$ cat src/sv/fcpa_pkg.sv
// ----------------------------------------------------------------------------
// fcpa_pkg: shared types and constants of the chunk pool allocator
// Field widths, operation and status codes, register indexes, the command
// that passes from the classifier to the list engine, and the engine states.
// ----------------------------------------------------------------------------
package fcpa_pkg;

    localparam int DEFAULT_MAX_CHUNKS = 1024;

    localparam int OP_W     = 2;
    localparam int INDEX_W  = 10;
    localparam int SIZE_W   = 16;
    localparam int STATUS_W = 3;
    localparam int COUNT_W  = 11;

    localparam int CFG_IDX_W  = 4;
    localparam int CFG_DATA_W = 16;

    localparam logic [CFG_IDX_W-1:0] REG_CHUNK_BYTES   = CFG_IDX_W'(0);
    localparam logic [CFG_IDX_W-1:0] REG_CHUNKS_IN_USE = CFG_IDX_W'(1);

    localparam logic [SIZE_W-1:0]  CHUNK_BYTES_RESET   = SIZE_W'(64);
    localparam logic [COUNT_W-1:0] CHUNKS_IN_USE_RESET = COUNT_W'(1024);

    localparam int QUEUE_DEPTH = 2;
    localparam int QUEUE_PTR_W = $clog2(QUEUE_DEPTH);

    typedef enum logic [OP_W-1:0] {
        OP_REQUEST     = 2'd0,
        OP_RELEASE     = 2'd1,
        OP_RELEASE_ALL = 2'd2,
        OP_RESERVED    = 2'd3
    } op_e_t;

    typedef enum logic [STATUS_W-1:0] {
        ST_FRESH     = 3'd0,
        ST_SAME      = 3'd1,
        ST_RELEASED  = 3'd2,
        ST_TOO_LARGE = 3'd3,
        ST_EMPTY     = 3'd4,
        ST_IGNORED   = 3'd5
    } status_e_t;

    typedef enum logic [2:0] {
        CMD_POP,
        CMD_PUSH,
        CMD_SAME,
        CMD_TOO_LARGE,
        CMD_IGNORE,
        CMD_RELEASE_ALL
    } cmd_kind_t;

    typedef struct packed {
        cmd_kind_t           kind;
        logic [INDEX_W-1:0]  index;
    } cmd_t;

    typedef enum logic [1:0] {
        S_IDLE,
        S_READ,
        S_SWEEP
    } back_state_t;

endpackage

$ cat src/sv/fcpa_queue.sv
// ----------------------------------------------------------------------------
// fcpa_queue: command queue between classifier and list engine
// A short FIFO that lets either side stall without holding up the other.
// ----------------------------------------------------------------------------
module fcpa_queue (
    input  logic            clk,
    input  logic            rst_n,
    input  logic            in_valid,
    output logic            in_ready,
    input  fcpa_pkg::cmd_t  in_cmd,
    output logic            out_valid,
    input  logic            out_ready,
    output fcpa_pkg::cmd_t  out_cmd
);

    localparam int PTR_W = fcpa_pkg::QUEUE_PTR_W;

    fcpa_pkg::cmd_t      entry_reg [fcpa_pkg::QUEUE_DEPTH];
    logic [PTR_W-1:0]    wr_ptr_reg, wr_ptr_next;
    logic [PTR_W-1:0]    rd_ptr_reg, rd_ptr_next;
    logic [PTR_W:0]      count_reg, count_next;
    logic                push, pop;

    assign in_ready  = (32'(count_reg) < 32'(fcpa_pkg::QUEUE_DEPTH));
    assign out_valid = (count_reg != '0);
    assign out_cmd   = entry_reg[rd_ptr_reg];

    assign push = in_valid && in_ready;
    assign pop  = out_valid && out_ready;

    always_comb
    begin
        wr_ptr_next = push ? wr_ptr_reg + PTR_W'(1) : wr_ptr_reg;
        rd_ptr_next = pop ? rd_ptr_reg + PTR_W'(1) : rd_ptr_reg;
        count_next  = count_reg;
        if (push && !pop)
            count_next = count_reg + (PTR_W+1)'(1);
        else if (pop && !push)
            count_next = count_reg - (PTR_W+1)'(1);
    end

    always_ff @(posedge clk or negedge rst_n)
    begin
        if (!rst_n)
        begin
            wr_ptr_reg <= '0;
            rd_ptr_reg <= '0;
            count_reg  <= '0;
        end
        else
        begin
            wr_ptr_reg <= wr_ptr_next;
            rd_ptr_reg <= rd_ptr_next;
            count_reg  <= count_next;
        end
    end

    always_ff @(posedge clk)
    begin
        if (push)
            entry_reg[wr_ptr_reg] <= in_cmd;
    end

endmodule

$ cat config.mk
export PLATFORM = sky130hd
export DESIGN_NAME = fcpa_queue
export DESIGN_NICKNAME = d
export VERILOG_FILES = /design/src/sv/fcpa_pkg.sv /design/src/sv/fcpa_queue.sv
export SDC_FILE = /design/constraint.sdc
export NUM_CORES = 1
export LEC_CHECK = 0
export BUFFER_PORTS_ARGS = -buffer_cell sky130_fd_sc_hd__buf_2
export CORE_ASPECT_RATIO = 1.1
export CORE_MARGIN = 5
export CORE_UTILIZATION = 49
export CTS_CLUSTER_SIZE = 25
export DETAILED_ROUTE_END_ITERATION = 12
export GPL_ROUTABILITY_DRIVEN = 0
export PLACE_DENSITY = 0.8
export SKIP_LAST_GASP = 1
export SYNTH_ARGS = -nofsm -noshare
export SYNTH_HDL_FRONTEND = slang
export SYNTH_SLANG_ARGS = --single-unit
$ cat constraint.sdc
create_clock -name clk -period 2.15 [get_ports clk]
set_input_delay 0.215 -clock clk [delete_from_list [all_inputs] [get_ports clk]]
set_output_delay 0.215 -clock clk [all_outputs]
set_load 0.02 [all_outputs]
==> metrics <==
Final Net Count about 120; Cells after Synth 57; Avg Inst Size Synth 19.8 um2; Reg area 881 um2; largest net degree at the start of global routing 15; Max Root-Sink Buffers 2; period utilization 84.4%; Clock Skew between 0.005 and 0.006 ns; Chip Width 55.8 um; clk slew on worst S/H paths roughly 0.090 ns; vias per cell approximately 4.6; postcts setup bufs 0; Worst Hold End entry_reg[1][12]; Buf/Inv on CP 1; worst min-delay path class in2reg; drt pass-1 iters 3; H-Tree Depth 2; synthesized cell area 1130 um2; post-route ant nets 0; post-synthesis cell type count 13; root buffer cell clkbuf_4; DR WL/cell between 10 and 15 um; IO Count 32; setup TNS 0 ns; Seq/Total Area, Yosys ~78%; Core Rows 18; Antenna diodes 0; Rel. slew slack around 60%; crit end category output port; fin crit period approximately 1.8 ns; Post-synth top cells 26 x edfxtp_1, 13 x mux2_2, 4 x dfrtp_1; Worst Reg-to-Reg Cells 2; CTS tree done; Worst Max-Slew Pin Slew 0.593 ns; Die Ht 60.4 um; Synth Net Count 75; max reg flops 26; number of synthesized flops with an enable pin 26; Vias 586; worst hold path cell count 1; CP peak stage delay 0.73 ns; RSZ-0062 raised after global routing false; All-Layer GR Usage around 11%; CP max FO 14; worst reg2reg setup slack 0.61 ns; element type at the critical path start flip-flop; critical path data required time 1.93 ns; Starting Density 50.7%; initial antenna violation count 0; Synth async-reset ratio 13.3%; Fill cells 169; kind of critical path reg2out; Placement Cell Area 1330 um2; Leak roughly 0.55 nW; dominant cells by area after synthesis edfxtp_1 69%, mux2_2 13%, dfrtp_1 8.8%; Yosys top cell by area edfxtp_1; Clock Sinks 30; layout cells sized above 1 roughly 54%; dominant synthesized flop cell edfxtp_1; Final Core Density 62.7%; crit path cell chain mux2_2, buf_2; final setup fails 0; R2R Path End entry_reg[1][8]; Power Dens Cells 1290 nW/um2; initial drt markers 7; fmax 551 MHz; drt total wl around 1800 um; finished layout cell area ~1400 um2; CP arrival 1.60 ns; grt ovf 0; status finished clean; count leader, synth edfxtp_1; first-pass GRT wire length 2690 um; vias in the first global route roughly 620; core area 2230 um2; Inserted Clock Buffers 5; Max Cap Viol 0; Die Footprint 3370 um2; Min-Delay Startpoint in_cmd[12]; area fraction of the dominant cell type after synthesis 69.0%; Final Max Slew Viols 0; area grow syn2layout 23.6%; Worst path slowest cell dfrtp_1; Synth Warn # 0; Final Hold Viols 0; # DRC 0; port buffer count 31; RR Startpoint count_reg[1]; peak supply drop 0.866 mV; Worst-Skew Late Latency slightly above 0.3 ns; CP delay by family, top flip-flops; multi-input logic area 235 um2; Yosys reg bits 30
worst max-delay path by stage:
stage,depth (start not counted),from,to,slack (ns)
finish,2,rd_ptr_reg,out_cmd[0],0.34
global route,2,rd_ptr_reg,out_cmd[7],0.24
CTS,2,rd_ptr_reg,out_cmd[0],0.27
detailed placement,2,count_reg[1],entry_reg[1][6],0.59
global placement,2,count_reg[1],entry_reg[1][11],0.65
floorplan,2,count_reg[1],entry_reg[0][0],0.51
layout make-up:
| type | instances | area share (%) |
|---|---|---|
| Sequential cell | 30 | 63.0 |
| Clock inverter | 1 | 0.358 |
| Timing Repair Buffer | 34 | 12.9 |
| Multi-Input combinational cell | 25 | 16.8 |
| Inverter | 1 | 0.269 |
| Tap cell | 30 | 2.69 |
| Clock buffer | 7 | 3.94 |
layout by cell type, fill, tap and decap left out, types with 2 or more instances in the layout:
master	n
mux2_2	13
xnor2_1	3
buf_2	31
edfxtp_1	26
buf_4	2
dfrtp_1	4
xor2_1	2
clkbuf_4	5
nor2b_1	2
logic make-up after synthesis:
kind of cell | count (synthesis) | share of synthesized area [%]
XOR/XNOR | 5 | 3.87
adder cells (fa/ha/maj) | 1 | 1.11
buffers and inverters | 2 | 1.33
flip-flops | 30 | 77.9
multiplexers | 13 | 12.9
AND/OR/NAND/NOR | 6 | 2.88
per-stage QoR:
step	instances	power [mW]	setup WS, ns	hold WS (ns)
after global routing	128	1.91	0.237	0.0656
after global placement	119	1.48	0.648	0.0235
after detailed placement	119	1.50	0.592	0.0253
after floorplan	57	1.31	0.509	-0.0806
final	128	1.80	0.336	0.0860
after CTS	128	1.83	0.273	0.0730
report_power, final:
group	switching (mW)	internal, mW
registers	0.0937	0.777
clock network	0.177	0.158
logic	0.322	0.276
total	0.593	1.21
what timing repair did:
| action | in CTS | in global routing |
|---|---|---|
| resized for setup | 0 | 0 |
| hold buffers | 1 | 0 |
| hold endpoints to repair | 4 | 0 |
per-layer routing:
layer / part of all wire (%) / vias to the layer above / track usage, %
met2: 52 / 23 / 19.4
met1: 39 / 269 / 11.3
met4: 0.40 / 0 / 4.07
met5: 0 / - / 0
li1: - / 292 / -
met3: 8.0 / 2 / 6.17
Note: power is estimated with default switching activity, not from simulation.
