File: src/sv/fcpa_pkg.sv
// ----------------------------------------------------------------------------
// fcpa_pkg: shared types and constants of the chunk pool allocator
// Field widths, operation and status codes, register indexes, the command
// that passes from the classifier to the list engine, and the engine states.
// ----------------------------------------------------------------------------
package fcpa_pkg;

    localparam int DEFAULT_MAX_CHUNKS = 1024;

    localparam int OP_W     = 2;
    localparam int INDEX_W  = 10;
    localparam int SIZE_W   = 16;
    localparam int STATUS_W = 3;
    localparam int COUNT_W  = 11;

    localparam int CFG_IDX_W  = 4;
    localparam int CFG_DATA_W = 16;

    localparam logic [CFG_IDX_W-1:0] REG_CHUNK_BYTES   = CFG_IDX_W'(0);
    localparam logic [CFG_IDX_W-1:0] REG_CHUNKS_IN_USE = CFG_IDX_W'(1);

    localparam logic [SIZE_W-1:0]  CHUNK_BYTES_RESET   = SIZE_W'(64);
    localparam logic [COUNT_W-1:0] CHUNKS_IN_USE_RESET = COUNT_W'(1024);

    localparam int QUEUE_DEPTH = 2;
    localparam int QUEUE_PTR_W = $clog2(QUEUE_DEPTH);

    typedef enum logic [OP_W-1:0] {
        OP_REQUEST     = 2'd0,
        OP_RELEASE     = 2'd1,
        OP_RELEASE_ALL = 2'd2,
        OP_RESERVED    = 2'd3
    } op_e_t;

    typedef enum logic [STATUS_W-1:0] {
        ST_FRESH     = 3'd0,
        ST_SAME      = 3'd1,
        ST_RELEASED  = 3'd2,
        ST_TOO_LARGE = 3'd3,
        ST_EMPTY     = 3'd4,
        ST_IGNORED   = 3'd5
    } status_e_t;

    typedef enum logic [2:0] {
        CMD_POP,
        CMD_PUSH,
        CMD_SAME,
        CMD_TOO_LARGE,
        CMD_IGNORE,
        CMD_RELEASE_ALL
    } cmd_kind_t;

    typedef struct packed {
        cmd_kind_t           kind;
        logic [INDEX_W-1:0]  index;
    } cmd_t;

    typedef enum logic [1:0] {
        S_IDLE,
        S_READ,
        S_SWEEP
    } back_state_t;

endpackage

File: src/sv/fcpa_cfg_if.sv
// ----------------------------------------------------------------------------
// fcpa_cfg_if: configuration write channel
// Register index and write data, moved by a valid/ready transfer.
// ----------------------------------------------------------------------------
interface fcpa_cfg_if;
    logic                             valid;
    logic                             ready;
    logic [fcpa_pkg::CFG_IDX_W-1:0]   reg_index;
    logic [fcpa_pkg::CFG_DATA_W-1:0]  wdata;

    modport source (output valid, output reg_index, output wdata, input ready);
    modport sink   (input valid, input reg_index, input wdata, output ready);
endinterface

File: src/sv/fcpa_req_if.sv
// ----------------------------------------------------------------------------
// fcpa_req_if: allocator request channel
// One request, release or release-all item per transfer.
// ----------------------------------------------------------------------------
interface fcpa_req_if;
    logic                          valid;
    logic                          ready;
    logic [fcpa_pkg::OP_W-1:0]     operation;
    logic                          holds_chunk;
    logic [fcpa_pkg::INDEX_W-1:0]  chunk_index;
    logic [fcpa_pkg::SIZE_W-1:0]   size_bytes;

    modport source (output valid, output operation, output holds_chunk,
                    output chunk_index, output size_bytes, input ready);
    modport sink   (input valid, input operation, input holds_chunk,
                    input chunk_index, input size_bytes, output ready);
endinterface

File: src/sv/fcpa_front.sv
// ----------------------------------------------------------------------------
// fcpa_front: configuration registers and request classifier
// Holds the chunk size and chunk count, and turns each request into one
// list command; only a release-all still needs the pool chunk count later.
// ----------------------------------------------------------------------------
module fcpa_front #(
    parameter int MAX_CHUNKS = fcpa_pkg::DEFAULT_MAX_CHUNKS,
    localparam int CNT_W = $clog2(MAX_CHUNKS + 1)
) (
    input  logic                 clk,
    input  logic                 rst_n,
    fcpa_cfg_if.sink             cfg,
    fcpa_req_if.sink             req,
    output logic                 cmd_valid,
    input  logic                 cmd_ready,
    output fcpa_pkg::cmd_t       cmd,
    output logic [CNT_W-1:0]     pool_chunks
);

    logic [fcpa_pkg::SIZE_W-1:0]  chunk_bytes_reg, chunk_bytes_next;
    logic [fcpa_pkg::COUNT_W-1:0] chunks_in_use_reg, chunks_in_use_next;
    logic                         release_ok;

    assign cfg.ready = 1'b1;

    always_comb
    begin
        chunk_bytes_next   = chunk_bytes_reg;
        chunks_in_use_next = chunks_in_use_reg;
        if (cfg.valid && cfg.ready)
        begin
            unique case (cfg.reg_index)
                fcpa_pkg::REG_CHUNK_BYTES:
                    chunk_bytes_next = cfg.wdata[fcpa_pkg::SIZE_W-1:0];
                fcpa_pkg::REG_CHUNKS_IN_USE:
                    chunks_in_use_next = cfg.wdata[fcpa_pkg::COUNT_W-1:0];
                default:
                begin
                end
            endcase
        end
    end

    always_ff @(posedge clk or negedge rst_n)
    begin
        if (!rst_n)
        begin
            chunk_bytes_reg   <= fcpa_pkg::CHUNK_BYTES_RESET;
            chunks_in_use_reg <= fcpa_pkg::CHUNKS_IN_USE_RESET;
        end
        else
        begin
            chunk_bytes_reg   <= chunk_bytes_next;
            chunks_in_use_reg <= chunks_in_use_next;
        end
    end

    // Only the lowest min(chunks_in_use, MAX_CHUNKS) indices belong to the pool.
    always_comb
    begin
        if (32'(chunks_in_use_reg) < 32'(MAX_CHUNKS))
            pool_chunks = CNT_W'(chunks_in_use_reg);
        else
            pool_chunks = CNT_W'(MAX_CHUNKS);
    end

    assign release_ok = req.holds_chunk && (32'(req.chunk_index) < 32'(pool_chunks));

    always_comb
    begin
        cmd.index = req.chunk_index;
        cmd.kind  = fcpa_pkg::CMD_IGNORE;
        unique case (req.operation)
            fcpa_pkg::OP_REQUEST:
            begin
                priority if (req.size_bytes == '0)
                    cmd.kind = release_ok ? fcpa_pkg::CMD_PUSH : fcpa_pkg::CMD_IGNORE;
                else if (req.size_bytes > chunk_bytes_reg)
                    cmd.kind = fcpa_pkg::CMD_TOO_LARGE;
                else if (req.holds_chunk)
                    cmd.kind = fcpa_pkg::CMD_SAME;
                else
                    cmd.kind = fcpa_pkg::CMD_POP;
            end
            fcpa_pkg::OP_RELEASE:
                cmd.kind = release_ok ? fcpa_pkg::CMD_PUSH : fcpa_pkg::CMD_IGNORE;
            fcpa_pkg::OP_RELEASE_ALL:
                cmd.kind = fcpa_pkg::CMD_RELEASE_ALL;
            default:
                cmd.kind = fcpa_pkg::CMD_IGNORE;
        endcase
    end

    assign cmd_valid = req.valid;
    assign req.ready = cmd_ready;

endmodule

File: src/flat_wrapper.sv
// flat-port wrapper written by rule: the top's interface ports become plain ports
module fcpa_front_flat 
#(
    parameter int MAX_CHUNKS = fcpa_pkg::DEFAULT_MAX_CHUNKS,
    localparam int CNT_W = $clog2(MAX_CHUNKS + 1)
)
  (clk, rst_n, cmd_valid, cmd_ready, cmd, pool_chunks, cfg_valid, cfg_reg_index, cfg_wdata, cfg_ready, req_valid, req_operation, req_holds_chunk, req_chunk_index, req_size_bytes, req_ready);
  fcpa_cfg_if cfg_i ();
  fcpa_req_if req_i ();
  input  logic clk;
  input  logic rst_n;
  output logic cmd_valid;
  input  logic cmd_ready;
  output fcpa_pkg::cmd_t cmd;
  output logic [CNT_W-1:0] pool_chunks;
  input wire logic [$bits(cfg_i.valid)-1:0] cfg_valid;
  input wire logic [$bits(cfg_i.reg_index)-1:0] cfg_reg_index;
  input wire logic [$bits(cfg_i.wdata)-1:0] cfg_wdata;
  output wire logic [$bits(cfg_i.ready)-1:0] cfg_ready;
  input wire logic [$bits(req_i.valid)-1:0] req_valid;
  input wire logic [$bits(req_i.operation)-1:0] req_operation;
  input wire logic [$bits(req_i.holds_chunk)-1:0] req_holds_chunk;
  input wire logic [$bits(req_i.chunk_index)-1:0] req_chunk_index;
  input wire logic [$bits(req_i.size_bytes)-1:0] req_size_bytes;
  output wire logic [$bits(req_i.ready)-1:0] req_ready;
  assign cfg_i.valid = cfg_valid;
  assign cfg_i.reg_index = cfg_reg_index;
  assign cfg_i.wdata = cfg_wdata;
  assign cfg_ready = cfg_i.ready;
  assign req_i.valid = req_valid;
  assign req_i.operation = req_operation;
  assign req_i.holds_chunk = req_holds_chunk;
  assign req_i.chunk_index = req_chunk_index;
  assign req_i.size_bytes = req_size_bytes;
  assign req_ready = req_i.ready;
  fcpa_front #(.MAX_CHUNKS(MAX_CHUNKS)) u_core (.clk(clk), .rst_n(rst_n), .cfg(cfg_i), .req(req_i), .cmd_valid(cmd_valid), .cmd_ready(cmd_ready), .cmd(cmd), .pool_chunks(pool_chunks));
endmodule
File: config.mk
export PLATFORM = sky130hd
export DESIGN_NAME = fcpa_front_flat
export DESIGN_NICKNAME = d
export VERILOG_FILES = /design/src/sv/fcpa_pkg.sv /design/src/sv/fcpa_cfg_if.sv /design/src/sv/fcpa_req_if.sv /design/src/sv/fcpa_front.sv /design/src/flat_wrapper.sv
export SDC_FILE = /design/constraint.sdc
export NUM_CORES = 1
export LEC_CHECK = 0
export BUFFER_PORTS_ARGS = -buffer_cell sky130_fd_sc_hd__clkbuf_2
export CAP_MARGIN = 20
export CORE_UTILIZATION = 51
export CTS_CLUSTER_DIAMETER = 40
export DETAILED_ROUTE_END_ITERATION = 8
export HOLD_SLACK_MARGIN = 0.1
export PLACE_DENSITY = 0.84
export SLEW_MARGIN = 40
export SYNTH_ARGS = -nofsm -noshare
export SYNTH_HDL_FRONTEND = slang
export SYNTH_SLANG_ARGS = --single-unit
File: constraint.sdc
create_clock -name clk -period 5.4 [get_ports clk]
set_clock_uncertainty 0.1 [all_clocks]
set_input_delay 0.54 -clock clk [delete_from_list [all_inputs] [get_ports clk]]
set_output_delay 0.54 -clock clk [all_outputs]
set_load 0.01 [all_outputs]
==> flow_summary.yaml <==
yosys:
  netlist_instances: 202
  ys.flop_type: "dfrtp_1"
  synth_edf_count: 0
  yosys.area.top_type: "dfrtp_1"
  synthTopCellsByCount: "26 x inv_1, 25 x dfrtp_1, 25 x ha_1"
  ys_seq_area_share_pct: 36.2
  synth_top_area_share_pct: 33.4
  async_flop_share_pct: 100
  synthesis.area_sq_um: 1870
  synth_most_common_cell: "inv_1"
  synthDistinctLibCells: 35
  syn_nets: 281
  yosys_warnings: 0
  ys_ff_latch: 27
  ys_top_cells_by_area: "dfrtp_1 33%, ha_1 17%, mux2_2 7.2%"
  syn_area_per_cell_sq_um: 9.27
setup_path:
  critPathCaptureType: "output pin"
  crit_path_top_delay_cell: "dfstp_2"
  crit_required_ns: 4.76
  cpPeakStageDelay_ns: 0.68
  startpoint_type: "flop"
  r2r_cells: 1
  crit_type: "reg2out"
  crit_cells: 8
  critPathArrivalTime_ns: 2.35
  critPathBufInv: 1
  path_max_fanout: 15
  crit_family: "compound AO/OA/AOI/OAI gates"
  path_cells: "nand2b_1, ha_1, o21ai_0, o21bai_1, a21oi_1, o221a_2, a221o_1, clkbuf_2"
detailed_routing:
  initialDrtViolationCount: 23
  top_layer_used: "met4"
  wl_met3_um: 155
  drc: 0
  m1WireLength_um: 1750
  wl_per_cell_um: 12.0
  postRouteAntennaNets: 0
  wl_um: 3720
  viasPerCell: 5.12
  wl_met2_um: 1750
  via_count: 1582
  drt_pass1_iterations: 4
sta:
  finalCritPeriodShare_pct: 55.4
  hold_viol: 0
  finalMaxSlewViolations: 0
  max_slew_margin_pct: 56.6
  setup_viol: 0
  clock.fmax_mhz: 334
  rsz0062_at_grt: "no"
  period_minus_slack_ns: 2.99
  tightestPinTransition_ns: 0.651
  fin_tns_setup_ns: 0
global_routing:
  antenna_found_initial: 0
  grt_pass1_vias: 1658
  grt_usage_pct: 21.6
  grt_pass1_wl_um: 6770
  grt_max_degree: 32
  grt.overflow.total: 0
cts:
  worstSkewPairLatency_ns: 0.32
  clockBufferDepth: 2
  ctsRootBufferMaster: "clkbuf_4"
  cts_buffers: 3
  postCtsHoldBufs: 0
  cts_tree: "yes"
  cts_resized: 0
  cts_sinks: 27
  cts_setup_buffers: 0
  h-tree-depth: 1
  path_clk_slew_ns: 0.14
run_status:
  status: "finished, final reports clean"
die:
  num_rows: 21
  die_h_um: 62.6
  die_area_sq_um: 3920
  start_util_pct: 54.8
  die_w_um: 62.6
  io_pins: 81
  core-area_sq_um: 3420
power_and_ir_drop:
  p_leak_nw: 1.21
  internal-power_mw: 0.400
  clkPwrFrac_pct: 13.9
  irDropWorstVdd_uv: 134
  switching_share_pct: 34.9
  power_density_nw_per_um2: 276
  combPwrFrac_pct: 41.4
  power_frac_seq_pct: 44.7
  p_switching_mw: 0.214
cells_and_area:
  final.fill_count: 301
  largest_register_ffs: 16
  diodes: 0
  fin_area_sq_um: 2220
  syn2layout_area_growth_pct: 18.8
  num-nets-final: 343
  drive_gt1_share_pct: 36.9
place:
  dpl.hpwl_um: 3170
  io_buffers: 75
  gp_congestion: 0.806
  placed_area_sq_um: 2200
hold_path:
  hp-class: "in2async"
run:
  maxCapViolCount: 0
cell families (layout without fill, tap and decap cells):
family	Yosys count	in the layout	share of synthesized area [%]
and+or+nand+nor	51	51	14.4
buffers and inverters	45	106	11.9
AOI/OAI and AO/OA	41	41	13.3
DFF	27	27	36.2
adders and majority gates	25	25	16.7
muxes	12	12	7.22
other	1	1	0.200
cell type report:
| class | instances | area (sq um) | share of cell area [%] |
|---|---|---|---|
| repair buffers | 76 | 383 | 17.2 |
| well taps | 46 | 57.6 | 2.59 |
| multi-input cells | 130 | 980 | 44.1 |
| flip-flops and latches | 27 | 678 | 30.5 |
| clock inverters | 1 | 5.00 | 0.225 |
| clock buffers | 3 | 22.5 | 1.01 |
| inverters | 26 | 97.6 | 4.39 |
through the flow:
| step | power, mW | hold slack [ns] | std cells | util (%) | worst slack, ns |
|---|---|---|---|---|---|
| finish | 0.615 | 0.111 | 309 | 65.1 | 2.41 |
| global placement | 0.524 | 0.389 | 305 | 64.3 | 2.70 |
| floorplan | 0.452 | 0.144 | 202 | - | 2.88 |
| CTS | 0.621 | 0.132 | 309 | 65.1 | 2.39 |
| global route | 0.675 | 0.151 | 309 | 65.1 | 2.23 |
| detailed placement | 0.535 | 0.396 | 305 | 64.3 | 2.66 |
power by group through the flow:
stage | registers [mW] | clock network [mW] | logic (mW)
after floorplan | 0.269 | 0 | 0.183
after global placement | 0.277 | 0 | 0.248
after detailed placement | 0.279 | 0 | 0.256
after CTS | 0.275 | 0.0879 | 0.258
after global routing | 0.282 | 0.0991 | 0.294
final | 0.275 | 0.0856 | 0.254
routing by layer:
layer / vias up / track usage, %
met4: 0 / 7.85
met2: 47 / 38.3
met1: 721 / 26.5
li1: 807 / -
met3: 7 / 2.74
met5: - / 0
path summary, 6_finish.rpt:
| kind | startpoint | endpoint | slack (ns) |
|---|---|---|---|
| hold reg to reg | u_core.chunks_in_use_reg[2] | u_core.chunks_in_use_reg[2] | 0.42 |
| setup reg to reg | u_core.chunks_in_use_reg[10] | u_core.chunks_in_use_reg[10] | 4.38 |
| hold / removal | rst_n | u_core.chunk_bytes_reg[12] | 0.11 |
| setup / recovery | u_core.chunks_in_use_reg[10] | cmd[10] | 2.41 |
| min in group clk | cfg_wdata[13] | u_core.chunk_bytes_reg[13] | 0.30 |
| max in group asynchronous | rst_n | u_core.chunk_bytes_reg[1] | 4.67 |
placed cells by master, fill, tap and decap left out, types with 10 or more instances in the layout:
cell type and instances:
nand2_1 21, inv_1 26, a21oi_1 10, dfrtp_1 25, o21ai_0 17, ha_1 25
mux2_2 12, clkbuf_2 75, nand2b_1 10
No activity file was read; power rests on OpenSTA's default activity.
